File: src/design/lsfr_pkg.sv
// ----------------------------------------------------------------------------
// lsfr_pkg
// shared types and constants for the length/sum frame receiver
// ----------------------------------------------------------------------------
package lsfr_pkg;

   // frame header bytes
   localparam logic [7:0] HDR_FIRST  = 8'hAA;
   localparam logic [7:0] HDR_SECOND = 8'h55;

   // sum of both header bytes, seeds the running checksum
   localparam logic [31:0] SUM_HDR = 32'h0000_00FF;

   // length and checksum fields are four bytes each
   localparam int unsigned FIELD_BYTES = 4;
   localparam logic [15:0] FIELD_LAST  = 16'(FIELD_BYTES - 1);

   // smallest legal body length (checksum only)
   localparam logic [31:0] MIN_LEN = 32'(FIELD_BYTES);

   // reset value of the maximum body length register
   localparam logic [15:0] MAX_LEN_RESET = 16'd1024;

   // result kinds
   localparam logic KIND_PAYLOAD = 1'b0;
   localparam logic KIND_STATUS  = 1'b1;

   // frame status codes
   localparam logic [1:0] STATUS_OK      = 2'd0;
   localparam logic [1:0] STATUS_SUM_ERR = 2'd1;
   localparam logic [1:0] STATUS_LEN_ERR = 2'd2;

   typedef struct packed {
      logic        kind;
      logic [7:0]  data;
      logic [15:0] index;
      logic [1:0]  status;
      logic        last;
   } rsp_type;

   // handshake between parser and the two register stages
   typedef struct packed {
      logic consume;
      logic res_valid;
   } ctrl_type;

endpackage

File: src/design/lsfr_in_stage.sv
// ----------------------------------------------------------------------------
// lsfr_in_stage
// input word register, refilled in the cycle the parser consumes it
// ----------------------------------------------------------------------------
module lsfr_in_stage (
   input  logic       clock,
   input  logic       reset,
   input  logic       req_valid,
   output logic       req_ready,
   input  logic [7:0] req_rx_byte,
   input  logic       consume,
   output logic       byte_valid,
   output logic [7:0] byte_data
);
   logic       valid_ff;
   logic       valid_in;
   logic [7:0] data_ff;
   logic       load;

   assign req_ready = !valid_ff || consume;
   assign load      = req_valid && req_ready;

   always_comb begin
      if (load) begin
         valid_in = 1'b1;
      end else if (consume) begin
         valid_in = 1'b0;
      end else begin
         valid_in = valid_ff;
      end
   end

   always_ff @(posedge clock) begin
      if (reset) begin
         valid_ff <= 1'b0;
      end else begin
         valid_ff <= valid_in;
      end
   end

   always_ff @(posedge clock) begin
      if (load) begin
         data_ff <= req_rx_byte;
      end
   end

   assign byte_valid = valid_ff;
   assign byte_data  = data_ff;
endmodule

File: src/design/lsfr_parser.sv
// ----------------------------------------------------------------------------
// lsfr_parser
// frame state machine: header hunt, length, body, checksum
// ----------------------------------------------------------------------------
module lsfr_parser (
   input  logic              clock,
   input  logic              reset,
   input  logic              byte_valid,
   input  logic [7:0]        byte_data,
   input  logic              slot_free,
   input  logic [15:0]       max_len,
   output lsfr_pkg::ctrl_type ctrl,
   output lsfr_pkg::rsp_type  res_data
);
   import lsfr_pkg::*;

   typedef enum logic [2:0] {
      ST_HUNT1 = 3'd0,
      ST_HUNT2 = 3'd1,
      ST_LEN   = 3'd2,
      ST_BODY  = 3'd3,
      ST_CHECK = 3'd4
   } state_type;

   state_type   state_ff, state_in;
   logic [31:0] len_ff, len_in;
   logic [15:0] cnt_ff, cnt_in;
   logic [31:0] sum_ff, sum_in;
   logic [31:0] chk_ff, chk_in;

   logic [31:0] len_full;
   logic [31:0] chk_full;
   logic [15:0] cnt_inc;
   logic [16:0] body_end;
   logic        len_bad;
   logic        produces;
   rsp_type     res;

   assign len_full = {len_ff[23:0], byte_data};
   assign chk_full = {chk_ff[23:0], byte_data};
   assign cnt_inc  = cnt_ff + 16'd1;
   assign body_end = {1'b0, cnt_inc} + 17'(FIELD_BYTES);
   assign len_bad  = (len_full < MIN_LEN) || (len_full > {16'd0, max_len});

   always_comb begin
      state_in = state_ff;
      len_in   = len_ff;
      cnt_in   = cnt_ff;
      sum_in   = sum_ff;
      chk_in   = chk_ff;
      produces = 1'b0;
      res      = '0;
      unique case (state_ff)
         ST_HUNT1: begin
            state_in = (byte_data == HDR_FIRST) ? ST_HUNT2 : ST_HUNT1;
         end
         ST_HUNT2: begin
            if (byte_data == HDR_SECOND) begin
               sum_in   = SUM_HDR;
               state_in = ST_LEN;
               cnt_in   = '0;
               len_in   = '0;
            end else if (byte_data != HDR_FIRST) begin
               state_in = ST_HUNT1;
            end
         end
         ST_LEN: begin
            len_in = len_full;
            sum_in = sum_ff + {24'd0, byte_data};
            cnt_in = cnt_inc;
            if (cnt_ff == FIELD_LAST) begin
               cnt_in = '0;
               if (len_bad) begin
                  state_in   = ST_HUNT1;
                  len_in     = '0;
                  sum_in     = '0;
                  chk_in     = '0;
                  produces   = 1'b1;
                  res.kind   = KIND_STATUS;
                  res.status = STATUS_LEN_ERR;
                  res.last   = 1'b1;
               end else begin
                  chk_in   = '0;
                  state_in = (len_full == MIN_LEN) ? ST_CHECK : ST_BODY;
               end
            end
         end
         ST_BODY: begin
            sum_in = sum_ff + {24'd0, byte_data};
            cnt_in = cnt_inc;
            // length is at most 16 bits once the body is entered
            if (body_end >= {1'b0, len_ff[15:0]}) begin
               state_in = ST_CHECK;
               cnt_in   = '0;
               chk_in   = '0;
            end
            produces  = 1'b1;
            res.kind  = KIND_PAYLOAD;
            res.data  = byte_data;
            res.index = cnt_ff;
         end
         ST_CHECK: begin
            chk_in = chk_full;
            cnt_in = cnt_inc;
            if (cnt_ff == FIELD_LAST) begin
               state_in   = ST_HUNT1;
               len_in     = '0;
               cnt_in     = '0;
               sum_in     = '0;
               chk_in     = '0;
               produces   = 1'b1;
               res.kind   = KIND_STATUS;
               res.status = (chk_full == sum_ff) ? STATUS_OK : STATUS_SUM_ERR;
               res.last   = 1'b1;
            end
         end
         default: begin
            // unused codes behave as hunting
            state_in = (byte_data == HDR_FIRST) ? ST_HUNT2 : ST_HUNT1;
         end
      endcase
   end

   assign ctrl.consume   = byte_valid && (!produces || slot_free);
   assign ctrl.res_valid = ctrl.consume && produces;
   assign res_data       = res;

   always_ff @(posedge clock) begin
      if (reset) begin
         state_ff <= ST_HUNT1;
         len_ff   <= '0;
         cnt_ff   <= '0;
         sum_ff   <= '0;
         chk_ff   <= '0;
      end else if (ctrl.consume) begin
         state_ff <= state_in;
         len_ff   <= len_in;
         cnt_ff   <= cnt_in;
         sum_ff   <= sum_in;
         chk_ff   <= chk_in;
      end
   end
endmodule

File: src/design/lsfr_out_stage.sv
// ----------------------------------------------------------------------------
// lsfr_out_stage
// result register toward the response channel
// ----------------------------------------------------------------------------
module lsfr_out_stage (
   input  logic              clock,
   input  logic              reset,
   input  lsfr_pkg::ctrl_type ctrl,
   input  lsfr_pkg::rsp_type  res_data,
   output logic              slot_free,
   output logic              rsp_valid,
   input  logic              rsp_ready,
   output lsfr_pkg::rsp_type  rsp_data
);
   import lsfr_pkg::*;

   logic    valid_ff;
   logic    valid_in;
   rsp_type data_ff;

   assign slot_free = !valid_ff || rsp_ready;

   always_comb begin
      if (ctrl.res_valid) begin
         valid_in = 1'b1;
      end else if (rsp_ready) begin
         valid_in = 1'b0;
      end else begin
         valid_in = valid_ff;
      end
   end

   always_ff @(posedge clock) begin
      if (reset) begin
         valid_ff <= 1'b0;
      end else begin
         valid_ff <= valid_in;
      end
   end

   always_ff @(posedge clock) begin
      if (ctrl.res_valid) begin
         data_ff <= res_data;
      end
   end

   assign rsp_valid = valid_ff;
   assign rsp_data  = data_ff;
endmodule

File: src/design/length_sum_frame_receiver.sv
// ----------------------------------------------------------------------------
// length_sum_frame_receiver
// byte-stream receiver for length-prefixed frames with an additive checksum
// ----------------------------------------------------------------------------
// One received byte is taken per word on the req channel, and a new word can
// be taken in every cycle unless rsp_ready holds a result back: the
// sustained rate is one byte per clock, set by the frame state machine.
// A byte waits in the input word register, its result word in the result
// register. The block hunts for the header 0xAA 0x55, reads a 4-byte
// big-endian body length, then passes body bytes out as payload words with
// their index until the last 4 body bytes, which hold the big-endian 32-bit
// wrapping sum of all frame bytes before them. The last checksum byte yields
// one status word (ok or checksum error). A length below 4 or above
// max_body_length yields a bad-length status word at once and a return to
// hunting. The user writes max_body_length through csr_wr_en and
// csr_wr_data, only while the block is idle; the block does not enforce it.
// req_ready depends on rsp_ready within the same cycle.
// ----------------------------------------------------------------------------
module length_sum_frame_receiver (
   input  logic        clock,
   input  logic        reset,
   // configuration
   input  logic        csr_wr_en,
   input  logic [15:0] csr_wr_data,
   // received byte words
   input  logic        req_valid,
   output logic        req_ready,
   input  logic [7:0]  req_rx_byte,
   // result words
   output logic        rsp_valid,
   input  logic        rsp_ready,
   output logic        rsp_out_kind,
   output logic [7:0]  rsp_payload_byte,
   output logic [15:0] rsp_payload_index,
   output logic [1:0]  rsp_frame_status,
   output logic        rsp_frame_last
);
   import lsfr_pkg::*;

   // maximum body length register
   logic [15:0] max_len_ff;

   // between the stages
   logic     byte_valid;
   logic [7:0] byte_data;
   logic     slot_free;
   ctrl_type ctrl;
   rsp_type  res_data;
   rsp_type  rsp_data;

   always_ff @(posedge clock) begin
      if (reset) begin
         max_len_ff <= MAX_LEN_RESET;
      end else if (csr_wr_en) begin
         max_len_ff <= csr_wr_data;
      end
   end

   // input word register
   lsfr_in_stage u_in_stage (
      .clock       (clock),
      .reset       (reset),
      .req_valid   (req_valid),
      .req_ready   (req_ready),
      .req_rx_byte (req_rx_byte),
      .consume     (ctrl.consume),
      .byte_valid  (byte_valid),
      .byte_data   (byte_data)
   );

   // frame state machine, one byte per consume
   lsfr_parser u_parser (
      .clock      (clock),
      .reset      (reset),
      .byte_valid (byte_valid),
      .byte_data  (byte_data),
      .slot_free  (slot_free),
      .max_len    (max_len_ff),
      .ctrl       (ctrl),
      .res_data   (res_data)
   );

   // result register
   lsfr_out_stage u_out_stage (
      .clock     (clock),
      .reset     (reset),
      .ctrl      (ctrl),
      .res_data  (res_data),
      .slot_free (slot_free),
      .rsp_valid (rsp_valid),
      .rsp_ready (rsp_ready),
      .rsp_data  (rsp_data)
   );

   assign rsp_out_kind      = rsp_data.kind;
   assign rsp_payload_byte  = rsp_data.data;
   assign rsp_payload_index = rsp_data.index;
   assign rsp_frame_status  = rsp_data.status;
   assign rsp_frame_last    = rsp_data.last;

   // no response word right after reset
   a_reset_quiet: assert property (@(posedge clock) reset |=> !rsp_valid)
      else $error("response word valid after reset");

   // a new result never overwrites a word still waiting
   a_no_overwrite: assert property (@(posedge clock) disable iff (reset)
      ctrl.res_valid |-> (!rsp_valid || rsp_ready))
      else $error("result loaded over a pending response word");

   // a byte held in the input register is not dropped while stalled
   a_byte_held: assert property (@(posedge clock) disable iff (reset)
      (byte_valid && !ctrl.consume) |=> byte_valid)
      else $error("input byte lost while stalled");

   // payload words carry ok status and are never frame end
   a_payload_fields: assert property (@(posedge clock) disable iff (reset)
      (rsp_valid && rsp_out_kind == KIND_PAYLOAD) |->
      (rsp_frame_status == STATUS_OK && !rsp_frame_last))
      else $error("payload word with status fields set");
endmodule

File: config.mk
export PLATFORM = sky130hd
export DESIGN_NAME = length_sum_frame_receiver
export DESIGN_NICKNAME = d
export VERILOG_FILES = /design/src/design/lsfr_pkg.sv /design/src/design/lsfr_in_stage.sv /design/src/design/lsfr_parser.sv /design/src/design/lsfr_out_stage.sv /design/src/design/length_sum_frame_receiver.sv
export SDC_FILE = /design/constraint.sdc
export NUM_CORES = 1
export LEC_CHECK = 0
export BUFFER_PORTS_ARGS = -buffer_cell sky130_fd_sc_hd__buf_2
export CORE_ASPECT_RATIO = 1.5
export CORE_MARGIN = 3
export CORE_UTILIZATION = 50
export CTS_CLUSTER_DIAMETER = 50
export DETAILED_ROUTE_END_ITERATION = 6
export GPL_ROUTABILITY_DRIVEN = 0
export PLACE_DENSITY = 0.71
export SLEW_MARGIN = 20
export SYNTH_ARGS = -nofsm -noshare
export SYNTH_HDL_FRONTEND = slang
export SYNTH_SLANG_ARGS = --single-unit
File: constraint.sdc
create_clock -name clock -period 5.55 [get_ports clock]
set_clock_uncertainty 0.1 [all_clocks]
set_input_delay 0.8325 -clock clock [delete_from_list [all_inputs] [get_ports clock]]
set_output_delay 0.8325 -clock clock [all_outputs]
set_load 0.05 [all_outputs]
Word-level counts from Yosys, hierarchy flattened
Cells that the tools add are included.
Widths: inputs -> output; s select.
Storage, ports and cells
  register bits after elaboration: 153
  output and inout bits: 30
  logic and storage cells: 96
Operators by class
  $add $sub $neg: 3
  $lt $le $gt $ge: 3
  equality and inequality tests: 15
  muxes and demuxes: 39
  reduce and logical (&&, ||, !) cells: 22
Operator list (count)
  $pmux 24 s3: 2
  $mux 32: 4
  $pmux 32 s4: 1
  $mux 24: 5
  $mux 16: 3
  $pmux 16 s3: 1
  $add 32x8->32: 1
  $eq 32x3->1 const B: 1
  $eq 32x32->1: 1
  $gt 32x16->1: 1
  $lt 32x3->1 const B: 1
  $mux 3: 10
  $add 16x3->17 const B: 1
  $ge 17x16->1: 1
  $add 16x1->16 const B: 1
  $eq 16x2->1 const B: 1
  $pmux 3 s4: 1
  $reduce_and 4->1: 3
  $mux 1: 9
  $reduce_bool 3->1: 3
  $eq 8x7->1 const B: 1
  $eq 8x8->1 const B: 1
  $ne 2x1->1 const B: 4
  $ne 8x8->1 const B: 1
  15 further kinds: 24

Logic depth before layout (Yosys ltp)
Gate-level depths: netlist (run 1).
  depth after elaboration: 11
  gate-level depth with buffers: 23
  mapped depth without buffers: 20

Modules after synthesis
Synthesis (run 1) repeated with hierarchy kept, for this count alone.
Second synthesis, totals
  cells, all modules: 941
  area total of the unflattened synthesis: 8456.9 µm²
By module, submodules not included
  lsfr_parser: instances 1, cells each 844, area each 6692.7 µm², seq. area each 1981.9 µm²
  lsfr_out_stage: instances 1, cells each 32, area each 887.1 µm², seq. area each 860.8 µm²
  length_sum_frame_receiver: instances 1, cells each 52, area each 581.8 µm², seq. area each 320.3 µm²
  lsfr_in_stage: instances 1, cells each 13, area each 295.3 µm², seq. area each 260.2 µm²

Worst setup path before layout (run 1)
No wires, ideal clock.
  path kind: register to register
  from: register u_parser.cnt_ff[0]
  to: register u_parser.cnt_ff[10]
  library setup time: 0.070 ns
  arrival time: 4.495 ns
  setup slack: 0.884 ns
  cell stages (with the launch flop): 24
  path buffers: 4
  clock period less this slack: 4.666 ns
  cells stage by stage: dfxtp_1 ha_1 clkbuf_1 buf_1 xor2_1 ha_1 nand4b_1 o22ai_1 nor3_1 a211o_1 nand2_1 nand2_1 xnor2_1 ha_1 a21oi_1 nor2_1 a2111oi_0 o21ai_0 o32a_1 o21ai_1 buf_2 buf_1 a31oi_1 o2bb2ai_1
Between the ends
  cells in the longest elaborated chain, start to end: 7
Ends and longest elaborated chain
  from (decl): line lsfr_parser.sv:27  | logic [15:0] cnt_ff, cnt_in;
  from (signal assigned): line lsfr_parser.sv:138  | cnt_ff <= cnt_in;
  parallel branches: the longest is 7 deep, another holds $add 16x3->17
Parallel ways; which one is timed is not known.
A chain may end at the register's enable or synchronous reset.

Final worst setup path (run 1)
  from: register u_parser.cnt_ff[0]
  to: register u_parser.cnt_ff[13]
Same word-level chain as after synthesis.

==> qor.yml, run 1 <==
worst_setup_path:
  path_cells: "and2_1, nand2_1, xnor2_1, ha_1, nand4b_1, o22ai_1, nor3_1, a211o_1, nand2_1, nand2_1, xnor2_1, ha_1, a21oi_1, nor2_1, a2111oi_0, o21ai_0, o32a_1, o21ai_1, buf_4, nand2_1, o21ai_0"
  critPathTopFamily: "compound AO/OA/AOI/OAI gates"
  cpPeakStageDelay_ns: 0.50
  end_kind: "register"
  crit_fanout: 14
  startpoint_type: "register"
  cpMaxStageDelayCell: "dfxtp_1"
  cpMostUsedCell: "nand2_1"
  crit_type: "register to register"
  worst_ep_required_time_ns: 5.80
  critPathArrivalTime_ns: 4.94
  critical_path_buf_inv_count: 1
synthesis:
  synth_fp_nets: 1062
  ys_types: 76
  synth_top_cell_by_area: "dfxtp_1"
  ys_ff_latch: 152
  yosysSeqAreaShare_pct: 39.0
  synth_top_area_share_pct: 26.9
  synth_edf_count: 35
  yosys_warnings: 0
  yosys_most_used_dff: "dfxtp_1"
  synth-async-reset-ratio_pct: 0
  avgSynthCellArea_um2: 8.79
  synth_cells: 990
  synth_area_leaders: "dfxtp_1, edfxtp_1, ha_1"
  synth_area_um2: 8700
detailed_routing:
  routed_wl_um: 23500
  drt_iter0_markers: 525
  drt_drc_violations_left: 0
  drtPass1Iterations: 5
  vias: 7539
  ant_nets: 0
  wl_per_cell_um: 18.9
  via_per_inst: 6.06
sta:
  rsz0062_at_grt: "no"
  slew_headroom_pct: 26.3
  setup_viol: 0
  drv_slew: 0
  fin_crit_sh_pct: 84.5
  hold_viol: 0
  fin_ws_ns: 0.862
  holdWs_ns: 0.373
  worst_slew_pin_slew_ns: 1.10
  fmax_ghz: 0.213
  period_needed_ns: 4.69
  setup-tns-final_ns: 0
clock_network:
  cts_tree: "yes"
  cts_root_buf: "clkbuf_16"
  cts.clk_slew.worst_paths_ns: 0.07
  cts_buffers: 17
  hold_buffers: 0
  clkSinkCount: 152
  cts-htree-levels: 4
  postCtsSetupRepairBufs: 0
  clk_latency_ns: 0.44
  cts_resized: 0
  cts.path.max_buffers: 2
floorplanning:
  core_area_um2: 16900
  die_area_um2: 19100
  std_cell_rows: 58
  initial_core_util_pct: 51.5
  ioPinCount: 59
  dieWidth_um: 114
  die_h_um: 168
finish:
  drive_gt1_share_pct: 13.4
  final_area_um2: 9660
  fillers: 1517
  final_cell_mix: "nand2_1, dfxtp_1, nor2_1"
  syn2layout_area_growth_pct: 11.0
  antenna_cells: 0
  stdcell_count: 1244
  nets: 1093
job:
  cap_viol_max_count: 0
global_route:
  grt_pass1_vias: 7459
  grt_util_all_layers_pct: 25.1
  antenna_found_initial: 0
  grt_max_degree: 54
  overflow: 0
  grt_pass1_wl_um: 38000
power:
  combPwrFrac_pct: 7.1
  p_seq_share_pct: 47.1
  p_leak_uw: 0.00344
  power-per-cell-area_nw_per_um2: 257
  p_int_uw: 1860
  p_sw_uw: 621
  peakVddDrop_v: 0.000188
  pwr-share-clk_pct: 45.8
  swShare_pct: 25.1
place:
  portBuffers: 58
  place_area_um2: 9080
  pre_cts_slack_ns: 0.946
  detailed_place_hpwl_um: 17000
  dp.cells: 1212
hold_path:
  min_path_type: "register to register"
status:
  status: "completed"
-- power by group through the flow --
stage          Combinational, uW  Sequential, uW  Clock (uW)
2_1_floorplan                127            1180           0
3_3_place_gp                 171            1190           0
3_5_place_dp                 173            1190           0
4_1_cts                      174            1170        1150
5_1_grt                      194            1170        1190
6_report                     176            1170        1130
-- path summary, 6_finish.rpt --
check                                   startpoint                                to  slack, ns  cells after the start
hold / removal    u_parser.chk_ff[23]$_SDFFE_PP0P_  u_parser.chk_ff[23]$_SDFFE_PP0P_       0.37                      2
hold reg to reg   u_parser.chk_ff[23]$_SDFFE_PP0P_  u_parser.chk_ff[23]$_SDFFE_PP0P_       0.37                      2
setup / recovery   u_parser.cnt_ff[0]$_SDFFE_PP0P_  u_parser.cnt_ff[13]$_SDFFE_PP0P_       0.86                     21
setup reg to reg   u_parser.cnt_ff[0]$_SDFFE_PP0P_  u_parser.cnt_ff[13]$_SDFFE_PP0P_       0.86                     21
-- sequential cells by signal, summed over array words and instances, names as in the netlist --
| signal | flops |
|---|---|
| max_len_ff | 16 |
| u_parser.state_ff | 3 |
| u_in_stage.byte_data | 8 |
| u_parser.sum_ff | 32 |
| u_out_stage.rsp_data | 27 |
| u_parser.chk_ff | 24 |
| u_parser.cnt_ff | 16 |
| u_out_stage.rsp_valid | 1 |
| u_in_stage.byte_valid | 1 |
| u_parser.len_ff | 24 |
-- metal layers --
layer / vias up / part of all wire [%] / GRT usage [%]
met5: - / 0 / 0
met4: 0 / 4.6 / 12.7
met3: 75 / 4.2 / 4.27
met2: 217 / 52 / 45.2
met1: 3597 / 39 / 28.0
li1: 3650 / - / -
-- through the flow --
step / utilization, % / power [uW]
2_1_floorplan: - / 1310
3_3_place_gp: 53.7 / 1360
3_5_place_dp: 53.7 / 1370
4_1_cts: 57.1 / 2490
5_1_grt: 57.1 / 2550
6_report: 57.1 / 2480
-- cells by family (layout without fill, tap and decap cells) --
family | count (synthesis) | after routing | share of synthesized area (%)
simple gates | 408 | 408 | 24.5
compound gates | 170 | 170 | 13.1
flops | 152 | 152 | 39.0
mux | 50 | 50 | 5.75
fa+ha+maj | 43 | 43 | 6.27
buf+inv | 106 | 150 | 5.28
xor+xnor | 61 | 61 | 6.14
-- synth_stat cells, types with 3 or more instances --
| library cell | instances |
|---|---|
| a211oi_1 | 10 |
| a21o_1 | 3 |
| a21oi_1 | 47 |
| a31o_2 | 16 |
| a31oi_1 | 9 |
| and2_1 | 4 |
| and3_1 | 29 |
| and4_1 | 3 |
| buf_1 | 5 |
| buf_2 | 6 |
| buf_6 | 6 |
| clkbuf_1 | 39 |
| dfxtp_1 | 117 |
| edfxtp_1 | 35 |
| ha_1 | 42 |
| inv_1 | 46 |
| mux2i_1 | 50 |
| nand2_1 | 117 |
| nand2b_1 | 4 |
| nand3_1 | 27 |
| nand3b_1 | 5 |
| nand4_1 | 30 |
| nand4b_1 | 5 |
| nor2_1 | 71 |
| nor2b_1 | 7 |
| nor3_1 | 27 |
| nor3b_1 | 18 |
| nor4_1 | 23 |
| nor4b_1 | 4 |
| o211ai_1 | 5 |
| o21a_1 | 4 |
| o21ai_0 | 28 |
| o21bai_1 | 4 |
| o22ai_1 | 5 |
| o31a_1 | 4 |
| o31ai_1 | 9 |
| or3_1 | 11 |
| or3_2 | 4 |
| or4_1 | 6 |
| xnor2_1 | 51 |
| xor2_1 | 10 |
-- layout make-up --
cell class,count,area [um^2],area share [%]
multi-input cells,732,4870,50.4
clock inverters,12,116,1.20
repair buffers,71,388,4.02
clock buffers,20,458,4.74
well taps,210,263,2.72
inverters,47,176,1.83
flip-flops and latches,152,3390,35.1
-- worst register-to-register path, delay by kind of cell, from the launching register on --
| family | cells | cell delay (ns) |
|---|---|---|
| AO/OA/AOI/OAI | 8 | 1.68 |
| XOR/XNOR | 2 | 0.39 |
| adder cells (fa/ha/maj) | 2 | 0.60 |
| buffers and inverters | 1 | 0.24 |
| flip-flops | 1 | 0.50 |
| AND/OR/NAND/NOR | 8 | 1.08 |
Power figures use the tool's default switching activity.
==> run 2, diff against run 1 <==
--- a/config.mk
+++ b/config.mk
@@ -12,7 +12,7 @@
 export CTS_CLUSTER_DIAMETER = 50
 export DETAILED_ROUTE_END_ITERATION = 6
 export GPL_ROUTABILITY_DRIVEN = 0
-export PLACE_DENSITY = 0.71
+export PLACE_DENSITY = 0.74
 export SLEW_MARGIN = 20
 export SYNTH_ARGS = -nofsm -noshare
 export SYNTH_HDL_FRONTEND = slang
==> constraint.sdc (replaced) <==
create_clock -name clock -period 4 [get_ports clock]
set_clock_uncertainty 0.1 [all_clocks]
set_input_delay 0.6 -clock clock [delete_from_list [all_inputs] [get_ports clock]]
set_output_delay 0.6 -clock clock [all_outputs]
set_load 0.05 [all_outputs]
==> run 2 against run 1 <==
  * First-iteration DRC count increased by 38%
  * Global-route usage increased by 0.19 points
  * The run now ends with setup timing left
  * Highest routed layer unchanged
  * Critical path depth increased by 1
  * Power increased by 39%
  * Worst hold slack got worse by 0.13 ns
  * Combinational power increased by 66%
  * Final cell count increased by 4.0%
  * Wire length increased by 3.7%
  * Final area increased by 6.5%
==> qor.yml, run 2 (same netlist as run 1, synthesis figures left out) <==
status:
  status: "finished, violations left"
  violations: "setup timing"
clock_network:
  hold_buffers: 0  # unchanged
  cts_tree: "yes"
  cts.clk_slew.worst_paths_ns: 0.07  # about the same
  cts_buffers: 17  # unchanged
  clkSinkCount: 152  # unchanged
  clk_latency_ns: 0.43  # about the same
  cts-htree-levels: 4  # unchanged
  cts.path.max_buffers: 2  # unchanged
  cts_root_buf: "clkbuf_16"
floorplanning:
  std_cell_rows: 58  # unchanged
  ioPinCount: 59  # unchanged
  core_area_um2: 16900  # unchanged
  die_area_um2: 19100  # unchanged
  initial_core_util_pct: 51.5  # unchanged
  die_h_um: 168  # unchanged
  dieWidth_um: 114  # unchanged
finish:
  drive_gt1_share_pct: 20.6  # +7.1 points
  largest_register_ffs: 32  # unchanged
  final_area_um2: 10300  # +6.5%
  layout_commonest_cell: "nand2_1"
  utilization_pct: 60.9  # +3.7 points
  antenna_cells: 0  # unchanged
  syn2layout_area_growth_pct: 18.3
  nets: 1143  # +4.6%
  stdcell_count: 1294  # +4.0%
  fillers: 1430  # -5.7%
  top_register: "u_parser.sum_ff"
  final_cell_mix: "nand2_1, dfxtp_1, nor2_1"
worst_setup_path:
  worst_ep_required_time_ns: 4.26  # -1.54 ns
  r2r-start: "u_parser.cnt_ff[0]$_SDFFE_PP0P_"
  startpoint: "u_parser.cnt_ff[0]$_SDFFE_PP0P_"
  critPathArrivalTime_ns: 4.31  # -0.63 ns
  crit_type: "register to register"
  end_kind: "register"
  crit_fanout: 6  # -8
  ff2ff_setup_slack_ns: -0.05  # -0.91 ns
  startpoint_type: "register"
detailed_routing:
  ant_nets: 0  # unchanged
  routed_wl_um: 24400  # +3.7%
  drt_iter0_markers: 726  # +38%
  wl_per_cell_um: 18.9  # -0.34%
  drtPass1Iterations: 5  # unchanged
  vias: 7894  # +4.7%
  via_per_inst: 6.10  # +0.66%
  drt_drc_violations_left: 0  # unchanged
global_route:
  grt_max_degree: 41  # -24%
  antenna_found_initial: 0  # unchanged
  grt_pass1_wl_um: 38500  # +1.3%
  grt_pass1_vias: 7791  # +4.5%
  grt_util_all_layers_pct: 25.3  # +0.19 points
  overflow: 0  # unchanged
power:
  peakVddDrop_v: 0.000280  # +49%
  p_leak_uw: 0.00382  # +11%
  power-per-cell-area_nw_per_um2: 336  # +31%
sta:
  setup-tns-final_ns: -0.634  # -0.634 ns
  rsz0062_at_grt: "yes"
  fin_crit_sh_pct: 101  # +17 points
  slew_headroom_pct: 56.2  # +30 points
  period_needed_ns: 4.05  # -0.638 ns
  setup_viol: 24  # +24
  worst_slew_pin_slew_ns: 0.650  # -0.450 ns
  drv_slew: 0  # unchanged
  fin_ws_ns: -0.0506  # -0.912 ns
  hold_viol: 0  # unchanged
  fmax_ghz: 0.247  # +16%
place:
  dp.cells: 1250  # +3.1%
  portBuffers: 58  # unchanged
  detailed_place_hpwl_um: 17600  # +3.4%
  place_area_um2: 9410  # +3.6%
job:
  cap_viol_max_count: 0  # unchanged
hold_path:
  min_path_type: "input port to register"
  hold_start: "req_rx_byte[5]"
[run 2: cell count changes in the layout (fill, tap and decap cells not counted), moves of 3 or more]
cell	change
buf_4	+42
o21ai_0	-5
o21ai_2	+5
buf_6	+4
dfxtp_1	-4
inv_6	+4
clkinvlp_4	-3
dfxtp_2	+3
nand2_1	-3
[run 2: path summary, 6_finish.rpt]
kind,endpoint,cells past startpoint
worst max-delay path,u_parser.chk_ff[3]$_SDFFE_PP0P_,22
worst min-delay path,u_in_stage.byte_data[5]$_DFFE_PP_,1
worst max register to register,u_parser.chk_ff[3]$_SDFFE_PP0P_,22
worst min register to register,u_parser.chk_ff[18]$_SDFFE_PP0P_,2
[run 2: layer usage]
| layer | part of all wire (%) | GRT usage, % | routed length [um] |
|---|---|---|---|
| met5 | 0 | 0 | 0 |
| met4 | 5.8 | 17.0 | 1410 |
| met2 | 52 | 45.0 | 12600 |
| met3 | 4.9 | 3.83 | 1190 |
| met1 | 38 | 27.2 | 9150 |
[run 2: cell type report]
cell class | instances | area, um^2 | share of cell area (%)
multi-input cells | 732 | 5040 | 49.0
flip-flops and latches | 152 | 3400 | 33.0
repair buffers | 121 | 841 | 8.17
clock buffers | 20 | 468 | 4.55
well taps | 210 | 263 | 2.55
inverters | 47 | 176 | 1.71
clock inverters | 12 | 100 | 0.973
[run 2: power breakdown]
group / internal [uW] / total (uW) / switching, uW / leakage, uW
logic: 114 / 292 / 178 / 0.00232
clock network: 865 / 1560 / 691 / 0.000284
registers: 1590 / 1610 / 18.7 / 0.00121
total: 2570 / 3450 / 888 / 0.00382
[run 2: critical path, cell delays in order, from the launching register on]
cell,delay (ns)
dfxtp_4,0.37
and2_4,0.15
nand2_4,0.06
xnor2_4,0.20
ha_4,0.18
nand4b_1,0.11
o22ai_2,0.25
nor3_4,0.08
a211o_1,0.33
nand2_1,0.10
nand2_2,0.07
xnor2_2,0.13
ha_1,0.33
nand4_1,0.09
nor2_1,0.16
o311ai_1,0.11
nand2_1,0.08
o32a_1,0.18
nor2_2,0.07
nor4_4,0.28
buf_6,0.18
buf_12,0.14
mux2i_2,0.20
[run 2: timing repair]
item                                    CTS  global route
pin swaps                                 1            22
gates cloned                              0             3
endpoints found under the setup margin   16            44
resized for setup                         4            43
setup buffers                             2             7
[run 2: stage by stage]
step | total power [uW] | hold slack [ns] | worst slack, ns
2_1_floorplan | 1820 | 0.348 | 0.0212
3_3_place_gp | 1910 | 0.359 | 0.0306
3_5_place_dp | 1910 | 0.368 | -0.0709
4_1_cts | 3450 | 0.232 | 0.000978
5_1_grt | 3560 | 0.233 | -0.266
6_report | 3450 | 0.245 | -0.0506
==> run 3, diff against run 2 <==
--- a/config.mk
+++ b/config.mk
@@ -6,13 +6,14 @@
 export NUM_CORES = 1
 export LEC_CHECK = 0
 export BUFFER_PORTS_ARGS = -buffer_cell sky130_fd_sc_hd__buf_2
+export CAP_MARGIN = 20
 export CORE_ASPECT_RATIO = 1.5
-export CORE_MARGIN = 3
+export CORE_MARGIN = 1
 export CORE_UTILIZATION = 50
 export CTS_CLUSTER_DIAMETER = 50
 export DETAILED_ROUTE_END_ITERATION = 6
 export GPL_ROUTABILITY_DRIVEN = 0
-export PLACE_DENSITY = 0.74
+export PLACE_DENSITY = 0.71
 export SLEW_MARGIN = 20
 export SYNTH_ARGS = -nofsm -noshare
 export SYNTH_HDL_FRONTEND = slang
==> run 3 against run 2 <==
  * The run still ends with setup timing left
  * Final area increased by 1.0%
  * Sequential power about the same
  * Power increased by 0.52%
  * Global-route usage increased by 3.3 points
  * Non-clock buffer count increased by 9
  * Wire length increased by 1.2%
  * Worst hold slack got worse by 0.0045 ns
  * Core utilization increased by 0.63 points
  * Critical path type unchanged
  * Highest routed layer unchanged
==> qor.yml, run 3 (same netlist as run 1, synthesis figures left out) <==
job:
  cap_viol_max_count: 0  # unchanged
finish:
  antenna_cells: 0  # unchanged
  final_cell_mix: "nand2_1, dfxtp_1, nor2_1"
  largest_register_ffs: 32  # unchanged
  top_register: "u_parser.sum_ff"
  drive_gt1_share_pct: 20.6  # +0.032 points
  utilization_pct: 61.5  # +0.63 points
  syn2layout_area_growth_pct: 19.5
  stdcell_count: 1302  # +0.62%
  nets: 1152  # +0.79%
worst_setup_path:
  cpPeakStageDelay_ns: 0.37  # about the same
  path_cells: "and2_4, nand2_4, xnor2_2, ha_2, nand4b_1, o22ai_2, nor3_4, a211o_1, nor2_1, xnor2_1, ha_1, nand2_1, nor2_2, a2111oi_4, o21ai_1, o32a_1, o21ai_4, buf_6, o31a_1, a311oi_2"
  startpoint_type: "register"
  crit_fanout: 6  # unchanged
  cpMaxStageDelayCell: "dfxtp_4"
  crit_type: "register to register"
  critPathArrivalTime_ns: 4.35  # +0.04 ns
  critPathTopFamily: "compound AO/OA/AOI/OAI gates"
  worst_ep_required_time_ns: 4.23  # -0.03 ns
  critical_path_buf_inv_count: 1  # -1
  end_kind: "register"
floorplanning:
  die_h_um: 164  # -2.4%
  ioPinCount: 59  # unchanged
  die_area_um2: 17900  # -5.8%
  std_cell_rows: 58  # unchanged
  initial_core_util_pct: 51.5  # unchanged
  dieWidth_um: 110  # -3.5%
  core_area_um2: 16900  # unchanged
sta:
  fin_crit_sh_pct: 103  # +1.7 points
  period_needed_ns: 4.12  # +0.0683 ns
  hold_viol: 0  # unchanged
  fmax_ghz: 0.243  # -1.7%
  worst_slew_pin_slew_ns: 1.04  # +0.387 ns
  rsz0062_at_grt: "yes"
  drv_slew: 0  # unchanged
  fin_ws_ns: -0.119  # -0.0683 ns
  setup-tns-final_ns: -1.38  # -0.750 ns
  setup_viol: 25  # +4.2%
  slew_headroom_pct: 30.6  # -26 points
global_route:
  grtUsageMet3_pct: 4.43  # +0.60 points
  top_usage_layer: "met2"
  grt_pass1_wl_um: 39000  # +1.1%
  antenna_found_initial: 0  # unchanged
  grt.met1_usage_pct: 31.3  # +4.1 points
  grt_pass1_vias: 7707  # -1.1%
  overflow: 0  # unchanged
  grt_max_degree: 54  # +32%
  grt_util_all_layers_pct: 28.7  # +3.3 points
  grt.met2_usage_pct: 52.2  # +7.2 points
detailed_routing:
  ant_nets: 0  # unchanged
  drt_drc_violations_left: 0  # unchanged
  via_per_inst: 6.02  # -1.3%
  routed_wl_um: 24700  # +1.2%
  drtPass1Iterations: 5  # unchanged
  wl_per_cell_um: 19.0  # +0.53%
  vias: 7836  # -0.73%
  drt_iter0_markers: 576  # -21%
power:
  peakVddDrop_v: 0.000291  # +4.0%
  p_int_uw: 2620  # +2.1%
  swShare_pct: 24.5  # -1.2 points
  pwr-share-clk_pct: 45.3  # +0.2 points
  combPwrFrac_pct: 8.5  # about the same
  p_seq_share_pct: 46.2  # -0.3 points
  power-per-cell-area_nw_per_um2: 334  # -0.51%
  p_sw_uw: 852  # -4.1%
  p_leak_uw: 0.00383  # +0.29%
clock_network:
  cts.clk_slew.worst_paths_ns: 0.06  # about the same
  cts_buffers: 17  # unchanged
  cts-htree-levels: 4  # unchanged
  cts_root_buf: "clkbuf_16"
  clk_latency_ns: 0.43  # about the same
  hold_buffers: 0  # unchanged
  clkSinkCount: 152  # unchanged
  cts.path.max_buffers: 2  # unchanged
  cts_tree: "yes"
place:
  detailed_place_hpwl_um: 17700  # +0.36%
  dp.cells: 1262  # +0.96%
  portBuffers: 58  # unchanged
  pre_cts_slack_ns: -0.199  # -0.128 ns
status:
  status: "finished, violations left"
  violations: "setup timing"
hold_path:
  min_path_type: "input port to register"
==> run 3: changes by cell type in the layout (fill, tap and decap cells not counted), sizes merged <==
cell and change:
buf +11, inv -4, bufinv +2, clkbuf -1
clkinv -1, clkinvlp +1
==> run 3: stage by stage <==
step	cell area, um^2	total power (uW)	hold slack [ns]
finish	10400	3470	0.240
global route	10400	3580	0.228
CTS	10200	3470	0.227
detailed placement	9510	1910	0.369
global placement	9510	1900	0.359
floorplan	8740	1820	0.348
==> run 3: repair_timing <==
item | 4_1_cts | 5_1_grt
buffers inserted | 2 | 5
pin swaps | 9 | 27
setup endpoints to repair | 39 | 44
gates resized for setup | 17 | 36
cloned | 1 | 1
==> run 3: routing by layer <==
metal | vias to the layer above | wire length (um)
li1 | 3767 | -
met1 | 3759 | 9390
met2 | 237 | 13200
met3 | 73 | 1050
met4 | 0 | 1070
met5 | - | 0
==> run 3: path summary, 6_finish.rpt <==
path / endpoint / slack [ns] / from / depth (start not counted)
worst max-delay path: u_parser.state_ff[2]$_SDFFE_PP0P_ / -0.12 / u_parser.cnt_ff[1]$_SDFFE_PP0P_ / 20
worst min-delay path: u_in_stage.byte_data[0]$_DFFE_PP_ / 0.24 / req_rx_byte[0] / 1
worst max register to register: u_parser.state_ff[2]$_SDFFE_PP0P_ / -0.12 / u_parser.cnt_ff[1]$_SDFFE_PP0P_ / 20
worst min register to register: u_parser.chk_ff[19]$_SDFFE_PP0P_ / 0.38 / u_parser.chk_ff[19]$_SDFFE_PP0P_ / 2
==> run 3: final cells by class <==
class,instances,area (um^2)
fillers,1468,6510
flip-flops and latches,152,3400
multi-input cells,732,5070
clock buffers,21,440
clock inverters,10,121
repair buffers,130,931
inverters,47,176
well taps,210,263
==> run 3: power groups by stage <==
| stage | Clock (uW) | Sequential (uW) | Combinational [uW] |
|---|---|---|---|
| 2_1_floorplan | 0 | 1640 | 177 |
| 6_report | 1570 | 1610 | 295 |
| 3_3_place_gp | 0 | 1640 | 264 |
| 3_5_place_dp | 0 | 1640 | 269 |
| 4_1_cts | 1590 | 1610 | 276 |
| 5_1_grt | 1660 | 1610 | 321 |
==> run 3: worst register-to-register path, cell delays in order, from the launching register on <==
cell	delay [ns]
dfxtp_4	0.37
and2_4	0.16
nand2_4	0.05
xnor2_2	0.20
ha_2	0.25
nand4b_1	0.12
o22ai_2	0.23
nor3_4	0.08
a211o_1	0.34
nor2_1	0.15
xnor2_1	0.09
ha_1	0.35
nand2_1	0.13
nor2_2	0.18
a2111oi_4	0.05
o21ai_1	0.12
o32a_1	0.24
o21ai_4	0.10
buf_6	0.17
o31a_1	0.29
a311oi_2	0.25
